[config.mk]
export PLATFORM = sky130hd
export DESIGN_NAME = api_frame_receiver_top
export DESIGN_NICKNAME = d
export VERILOG_FILES = /design/src/design/afr_pkg.sv /design/src/design/afr_deframer.sv /design/src/design/afr_out_reg.sv /design/src/design/api_frame_receiver_top.sv
export SDC_FILE = /design/constraint.sdc
export NUM_CORES = 1
export LEC_CHECK = 0
export BUFFER_PORTS_ARGS = -buffer_cell sky130_fd_sc_hd__buf_2
export CORE_ASPECT_RATIO = 0.7
export CORE_MARGIN = 3
export CORE_UTILIZATION = 40
export CTS_CLUSTER_SIZE = 10
export DETAILED_ROUTE_END_ITERATION = 7
export PLACE_DENSITY_LB_ADDON = 0.25
export SETUP_SLACK_MARGIN = 0.1
export SLEW_MARGIN = 20
export SYNTH_ARGS = -nofsm -noshare
export SYNTH_HDL_FRONTEND = slang
export SYNTH_SLANG_ARGS = --single-unit
[constraint.sdc]
create_clock -name clk -period 4.3 [get_ports clk]
set_clock_uncertainty 0.2 [all_clocks]
set_input_delay 0.86 -clock clk [delete_from_list [all_inputs] [get_ports clk]]
set_output_delay 0.86 -clock clk [all_outputs]
set_load 0.01 [all_outputs]
[src/design/afr_pkg.sv]
package afr_pkg;

    localparam logic [2:0] PH_HUNT   = 3'd0;
    localparam logic [2:0] PH_LEN_HI = 3'd1;
    localparam logic [2:0] PH_LEN_LO = 3'd2;
    localparam logic [2:0] PH_TYPE   = 3'd3;
    localparam logic [2:0] PH_BODY   = 3'd4;

    localparam logic [7:0] DELIMITER = 8'h7E;
    localparam logic [7:0] SUM_GOOD  = 8'hFF;

    localparam logic [1:0] ST_GOOD     = 2'd0;
    localparam logic [1:0] ST_BAD_SUM  = 2'd1;
    localparam logic [1:0] ST_ZERO_LEN = 2'd2;

    localparam logic KIND_DATA = 1'b0;
    localparam logic KIND_END  = 1'b1;

    typedef struct packed {
        logic        item_kind;
        logic [7:0]  payload_byte;
        logic [15:0] payload_index;
        logic [7:0]  frame_kind;
        logic [15:0] frame_length;
        logic [1:0]  frame_status;
        logic        last;
    } afr_result_t;

endpackage

[src/design/afr_deframer.sv]
module afr_deframer
(
    input  logic                 clk,
    input  logic                 rst_n,
    input  logic                 byte_valid,
    input  logic [7:0]           byte_data,
    input  logic                 out_free,
    output logic                 consume,
    output logic                 res_valid,
    output afr_pkg::afr_result_t res
);

    logic [2:0]  phase_reg;
    logic [2:0]  phase_next;
    logic [15:0] len_reg;
    logic [15:0] len_next;
    logic [15:0] pos_reg;
    logic [15:0] pos_next;
    logic [7:0]  sum_reg;
    logic [7:0]  sum_next;
    logic [7:0]  type_reg;
    logic [7:0]  type_next;
    logic [16:0] pos_inc;
    logic [7:0]  total;
    logic        in_body;

    assign in_body   = (phase_reg == afr_pkg::PH_BODY);
    assign consume   = byte_valid && (!in_body || out_free);
    assign res_valid = consume && in_body;
    assign pos_inc   = {1'b0, pos_reg} + 17'd1;
    assign total     = sum_reg + byte_data;

    always_comb
    begin
        phase_next = phase_reg;
        len_next   = len_reg;
        pos_next   = pos_reg;
        sum_next   = sum_reg;
        type_next  = type_reg;

        res.item_kind     = afr_pkg::KIND_DATA;
        res.payload_byte  = 8'd0;
        res.payload_index = 16'd0;
        res.frame_kind    = type_reg;
        res.frame_length  = len_reg;
        res.frame_status  = afr_pkg::ST_GOOD;
        res.last          = 1'b0;

        unique case (phase_reg)
            afr_pkg::PH_LEN_HI:
            begin
                len_next   = {byte_data, 8'd0};
                phase_next = afr_pkg::PH_LEN_LO;
            end
            afr_pkg::PH_LEN_LO:
            begin
                len_next   = {len_reg[15:8], byte_data};
                phase_next = afr_pkg::PH_TYPE;
            end
            afr_pkg::PH_TYPE:
            begin
                type_next  = byte_data;
                sum_next   = byte_data;
                pos_next   = 16'd0;
                phase_next = afr_pkg::PH_BODY;
            end
            afr_pkg::PH_BODY:
            begin
                if (len_reg == 16'd0)
                begin
                    res.item_kind    = afr_pkg::KIND_END;
                    res.frame_status = afr_pkg::ST_ZERO_LEN;
                    res.last         = 1'b1;
                    phase_next       = afr_pkg::PH_HUNT;
                end
                else if (pos_inc < {1'b0, len_reg})
                begin
                    res.payload_byte  = byte_data;
                    res.payload_index = pos_reg;
                    sum_next          = total;
                    pos_next          = pos_inc[15:0];
                end
                else
                begin
                    res.item_kind    = afr_pkg::KIND_END;
                    res.frame_status = (total == afr_pkg::SUM_GOOD) ?
                                       afr_pkg::ST_GOOD : afr_pkg::ST_BAD_SUM;
                    res.last         = 1'b1;
                    phase_next       = afr_pkg::PH_HUNT;
                end
            end
            default:
            begin
                phase_next = (byte_data == afr_pkg::DELIMITER) ?
                             afr_pkg::PH_LEN_HI : afr_pkg::PH_HUNT;
            end
        endcase
    end

    always_ff @(posedge clk or negedge rst_n)
    begin
        if (!rst_n)
        begin
            phase_reg <= afr_pkg::PH_HUNT;
            len_reg   <= 16'd0;
            pos_reg   <= 16'd0;
            sum_reg   <= 8'd0;
            type_reg  <= 8'd0;
        end
        else if (consume)
        begin
            phase_reg <= phase_next;
            len_reg   <= len_next;
            pos_reg   <= pos_next;
            sum_reg   <= sum_next;
            type_reg  <= type_next;
        end
    end

    a_pos_in_range: assert property (@(posedge clk) disable iff (!rst_n)
        (in_body && len_reg != 16'd0) |-> (pos_reg < len_reg))
        else $error("position past declared length");

    a_body_waits: assert property (@(posedge clk) disable iff (!rst_n)
        (byte_valid && in_body && !out_free) |=> $stable(pos_reg) && $stable(phase_reg))
        else $error("body byte consumed without output room");

endmodule

[src/design/afr_out_reg.sv]
module afr_out_reg
(
    input  logic                 clk,
    input  logic                 rst_n,
    input  logic                 load,
    input  afr_pkg::afr_result_t res,
    input  logic                 out_stall,
    output logic                 free,
    output logic                 out_valid,
    output afr_pkg::afr_result_t out_res
);

    logic                 valid_reg;
    afr_pkg::afr_result_t data_reg;

    assign free      = !valid_reg || !out_stall;
    assign out_valid = valid_reg;
    assign out_res   = data_reg;

    always_ff @(posedge clk or negedge rst_n)
    begin
        if (!rst_n)
        begin
            valid_reg <= 1'b0;
        end
        else if (free)
        begin
            valid_reg <= load;
        end
    end

    always_ff @(posedge clk)
    begin
        if (load && free)
        begin
            data_reg <= res;
        end
    end

endmodule

[src/design/api_frame_receiver_top.sv]
// API frame receiver.
// Input channel: in_valid / in_stall carry one received byte (rx_byte) per
// request. Output channel: out_valid / out_stall carry one result per
// request: either a payload byte with its index, or an end of frame status
// (last = 1) with status good, checksum mismatch or zero length.
// Delimiter, length and frame type bytes produce no result; bytes outside
// a frame other than the delimiter are dropped.
// Path: a taken byte is held in the input register, decoded combinationally,
// and its result is registered in the output register once that has room.
// Throughput: one byte per cycle unless a result byte waits for output room,
// limited by the single decode stage between the input and output registers.
// Stall: while the output register holds an untaken result, a byte that
// would produce a result waits in the input register and in_stall rises;
// header bytes keep flowing since they need no output slot.
// Reset: asynchronous, active low; both registers empty, parser hunting
// for the delimiter with length, position, sum and type cleared.
module api_frame_receiver_top
(
    input  logic        clk,
    input  logic        rst_n,
    input  logic        in_valid,
    output logic        in_stall,
    input  logic [7:0]  rx_byte,
    output logic        out_valid,
    input  logic        out_stall,
    output logic        item_kind,
    output logic [7:0]  payload_byte,
    output logic [15:0] payload_index,
    output logic [7:0]  frame_kind,
    output logic [15:0] frame_length,
    output logic [1:0]  frame_status,
    output logic        last
);

    logic                 in_valid_reg;
    logic [7:0]           in_byte_reg;
    logic                 consume;
    logic                 res_valid;
    logic                 out_free;
    afr_pkg::afr_result_t res;
    afr_pkg::afr_result_t out_res;

    assign in_stall = in_valid_reg && !consume;

    always_ff @(posedge clk or negedge rst_n)
    begin
        if (!rst_n)
        begin
            in_valid_reg <= 1'b0;
        end
        else if (!in_stall)
        begin
            in_valid_reg <= in_valid;
        end
    end

    always_ff @(posedge clk)
    begin
        if (in_valid && !in_stall)
        begin
            in_byte_reg <= rx_byte;
        end
    end

    afr_deframer u_deframer
    (
        .clk        (clk),
        .rst_n      (rst_n),
        .byte_valid (in_valid_reg),
        .byte_data  (in_byte_reg),
        .out_free   (out_free),
        .consume    (consume),
        .res_valid  (res_valid),
        .res        (res)
    );

    afr_out_reg u_out_reg
    (
        .clk       (clk),
        .rst_n     (rst_n),
        .load      (res_valid),
        .res       (res),
        .out_stall (out_stall),
        .free      (out_free),
        .out_valid (out_valid),
        .out_res   (out_res)
    );

    assign item_kind     = out_res.item_kind;
    assign payload_byte  = out_res.payload_byte;
    assign payload_index = out_res.payload_index;
    assign frame_kind    = out_res.frame_kind;
    assign frame_length  = out_res.frame_length;
    assign frame_status  = out_res.frame_status;
    assign last          = out_res.last;

    a_last_is_end: assert property (@(posedge clk) disable iff (!rst_n)
        out_valid |-> (last == item_kind))
        else $error("last and item kind disagree");

    a_data_clean: assert property (@(posedge clk) disable iff (!rst_n)
        (out_valid && item_kind == afr_pkg::KIND_DATA) |->
            (frame_status == afr_pkg::ST_GOOD))
        else $error("status set on payload item");

    a_result_lands: assert property (@(posedge clk) disable iff (!rst_n)
        res_valid |=> out_valid)
        else $error("decoded result not registered");

    a_stall_only_full: assert property (@(posedge clk) disable iff (!rst_n)
        in_stall |-> (in_valid_reg && out_valid && out_stall))
        else $error("input stalled without output backpressure");

endmodule

==> impl_metrics.tcl <==
set metrics [dict create \
    netSwitchingPower_mw 1.304 \
    synth-compound-area-share_pct 11.16 \
    clk_root_buffer_cell "sky130_fd_sc_hd__clkbuf_16" \
    route.final.wire_length_um 12490 \
    synth_ff_type "sky130_fd_sc_hd__edfxtp_1" \
    syn_area_um2 5414 \
    synth_nets 500 \
    vias_in_the_first_global_route 3759 \
    synth_seq_area_share_pct 57.22 \
    die-area_um2 14990 \
    grt_max_degree 52 \
    wl_met3_um 871 \
    netlist_top_cells_area "sky130_fd_sc_hd__edfxtp_1 (33%), sky130_fd_sc_hd__dfrtp_1 (24%), sky130_fd_sc_hd__ha_1 (5.3%), sky130_fd_sc_hd__nand2_1 (3.5%), sky130_fd_sc_hd__o21ai_0 (3.5%)" \
    gp_congestion 0.8807 \
    grtUsageTotal_pct 17.25 \
    switching_share_pct 36.24 \
    core.rowCount 34 \
    numCtsBuffers 9 \
    largest_register_ff_count 51 \
    holdBufCountCts 0 \
    p_seq_share_pct 46.3 \
    num_antenna_cells 0 \
    synth-seq-cells 112 \
    layout.cells.non_filler 711 \
    avgSynthCellArea_um2 11.67 \
    vias_per_cell 5.416 \
    antenna_violations_before_repair 0 \
    route.vias.total 3851 \
    yosys.area.top_type_share_pct 32.72 \
    top_layer_used "met4" \
    rsz_0062_raised_after_global_routing "no" \
    ys_types 58 \
    synth_xor_area_share_pct 2.912 \
    post_cts.repair.setup_buffers 0 \
    adder_cell_share_of_the_synthesized_area_pct 5.685 \
    drt-met1-wl_um 6346 \
    fin_crit_sh_pct 90.56 \
    cts-root-to-sink-buffers 2 \
    layout-drive-gt1-share_pct 21.66 \
    timing.critical_path.to_type "flip-flop" \
    die_w_um 145.1 \
    clkSinkCount 112 \
    synth_top_family_by_area "simple AND/OR/NAND/NOR gates" \
    detail_route.first_pass.iterations 5 \
    worst_skew_pair.late_latency_ns 0.36 \
    numPortBuffers 65 \
    report.final.hold_viol_count 0 \
    outcome "finished clean" \
    synthesis.instances 464 \
    htree_num_levels 3 \
    synth.mux.area_fraction_pct 3.467 \
    yosys_warnings 0 \
    worst_slew_margin_rel_pct 41.34 \
    cts_tree "yes" \
    max_slew.worst_pin.slew_ns 0.8799 \
    synthSimpleGateAreaFrac_pct 16.09 \
    postLayoutCellArea_um2 6230 \
    io_pins 66 \
    power.clock.fraction_pct 23.5 \
    worst-endpoint-arrival_ns 3.93 \
    postLayoutCoreUtil_pct 48.65 \
    timing.fmax_mhz 256.8 \
    synth-edff-count 59 \
    worst_ir_drop_vdd_mv 0.2941 \
    finalNetCount 562 \
    min_path_type "reg2reg" \
    intPower_mw 2.295 \
    synthDominantAreaCellType "sky130_fd_sc_hd__edfxtp_1" \
    power_leakage_nw 2.632 \
    finalCriticalPeriod_ns 3.894 \
    avgRoutedWirePerCell_um 17.57 \
    placed_insts 695 \
    max_cap_viol_count 0 \
    overflow 0 \
    post_dp_cell_area_um2 5909 \
    combinational_share_of_power_pct 30.2 \
    critPathLaunchType "flip-flop" \
    grt_pass1_wl_um 20110 \
    detailed_place_hpwl_um 8854 \
    detail_route.drc_violations 0 \
    wl_met2_um 5183 \
    ys_async_sr_fraction_pct 47.32 \
    critical_path_peak_fanout 8 \
    powerDensity_nw_per_um2 577.8 \
    clkTransAtPathRegs_ns 0.09 \
    antenna_violating_nets_post_route 0 \
    placeableCoreArea_um2 12800 \
    areaGrowthSynthToFinish_pct 15.07 \
    timing.setup.critical_path_class "reg2reg" \
    slew_violations 0 \
    setup_viol 0 \
    critical_path_required_ns 4.33 \
    initial_core_util_pct 42.28 \
    die_height_um 103.3 \
    drt_iter0_markers 372 \
    setup_tns_ns 0 \
]
## cells in the final DEF (no fill, tap or decap), drive strengths merged, types with 3 or more instances in the layout
cell | synthesis | layout
nor2 | 10 | 10
a211oi | 4 | 4
buf | 9 | 72
nor4 | 8 | 8
mux2 | 14 | 14
nand3 | 18 | 18
a21oi | 12 | 12
dfrtp | 53 | 53
edfxtp | 59 | 59
nand2 | 52 | 52
mux2i | 3 | 3
inv | 21 | 23
nand4 | 5 | 5
and4 | 5 | 5
clkinv | 0 | 5
o21a | 3 | 3
and2 | 31 | 31
a221oi | 3 | 3
a22oi | 8 | 8
xnor2 | 11 | 11
xor2 | 7 | 7
clkbuf | 12 | 9
or2 | 3 | 3
a221o | 3 | 3
or3 | 4 | 4
nor3 | 5 | 5
a31oi | 3 | 3
o21ai | 38 | 38
and3 | 7 | 7
ha | 23 | 23
a21o | 8 | 8
## layer usage
layer  vias up  global-route usage, %
li1       1818                      -
met1      1882                  24.65
met2       143                  26.62
met3         8                  4.878
met4         0                  3.793
met5         -                      0
## path summary, 6_finish.rpt
check	from	to	slack, ns	cells after the start
min	u_deframer.type_reg[0]	u_out_reg.out_res[19]	0.25	0
min reg2reg	u_deframer.type_reg[0]	u_out_reg.out_res[19]	0.25	0
max in group asynchronous	rst_n	u_deframer.pos_reg[15]	2.70	2
max reg2reg	u_deframer.pos_reg[0]	u_deframer.pos_reg[4]	0.41	12
min in group asynchronous	rst_n	u_deframer.type_reg[5]	0.41	1
max	u_deframer.pos_reg[0]	u_deframer.pos_reg[4]	0.41	12
## cell usage after synthesis (all sizes together) (4+ instances only)
library cell,count
a21o,8
xor2,7
edfxtp,59
nor3,5
and2,31
inv,21
nand4,5
and3,7
a21oi,12
ha,23
buf,9
or3,4
xnor2,11
nor2,10
o21ai,38
mux2,14
dfrtp,53
nand2,52
clkbuf,12
a211oi,4
and4,5
a22oi,8
nand3,18
nor4,8
## what timing repair did
item,CTS,global route
endpoints found under the setup margin,0,20
endpoints found under the hold margin,0,0
resized for setup,0,1
## final cells by class
cell class	count	area (um^2)
timing repair buffer	72	377.9
clock buffer	9	225.2
inverter	21	78.83
fill	1171	6575
tap	180	225.2
multi-input combinational	310	2138
sequential	112	3098
clock inverter	7	86.33
## critical path: stages, from the launching register on
cell and delay [ns]:
sky130_fd_sc_hd__dfrtp_1 0.45, sky130_fd_sc_hd__ha_1 0.28, sky130_fd_sc_hd__and4_2 0.33, sky130_fd_sc_hd__nand2_1 0.08
sky130_fd_sc_hd__and2_1 0.17, sky130_fd_sc_hd__or2_2 0.29, sky130_fd_sc_hd__ha_1 0.29, sky130_fd_sc_hd__a41o_1 0.18
sky130_fd_sc_hd__a211oi_1 0.32, sky130_fd_sc_hd__a221o_1 0.25, sky130_fd_sc_hd__nand4_2 0.22, sky130_fd_sc_hd__and2_1 0.36
sky130_fd_sc_hd__a221o_1 0.35
## metrics by stage
stage                     hold slack [ns]  setup slack, ns  total power, mW
after floorplan                    0.2194           0.6393            2.438
after global routing               0.2584           0.1734            3.847
final                              0.2512           0.4057            3.600
after global placement             0.2304           0.5643            2.719
after detailed placement           0.2324           0.3806            2.763
after CTS                          0.2508           0.3645            3.610
## power groups by stage
stage	Combinational (mW)	Clock, mW	Sequential (mW)
2_1_floorplan	0.850	0	1.59
3_3_place_gp	1.05	0	1.67
3_5_place_dp	1.08	0	1.69
4_1_cts	1.08	0.862	1.66
5_1_grt	1.23	0.911	1.71
6_report	1.09	0.844	1.67
## cell families after synthesis
logic type,after synthesis
and+or+nand+nor,156
DFF,112
AOI/OAI and AO/OA,95
buffers and inverters,42
adders and majority gates,24
xor gates and xnor gates,18
muxes,17
(Power assumes the default switching activity.)
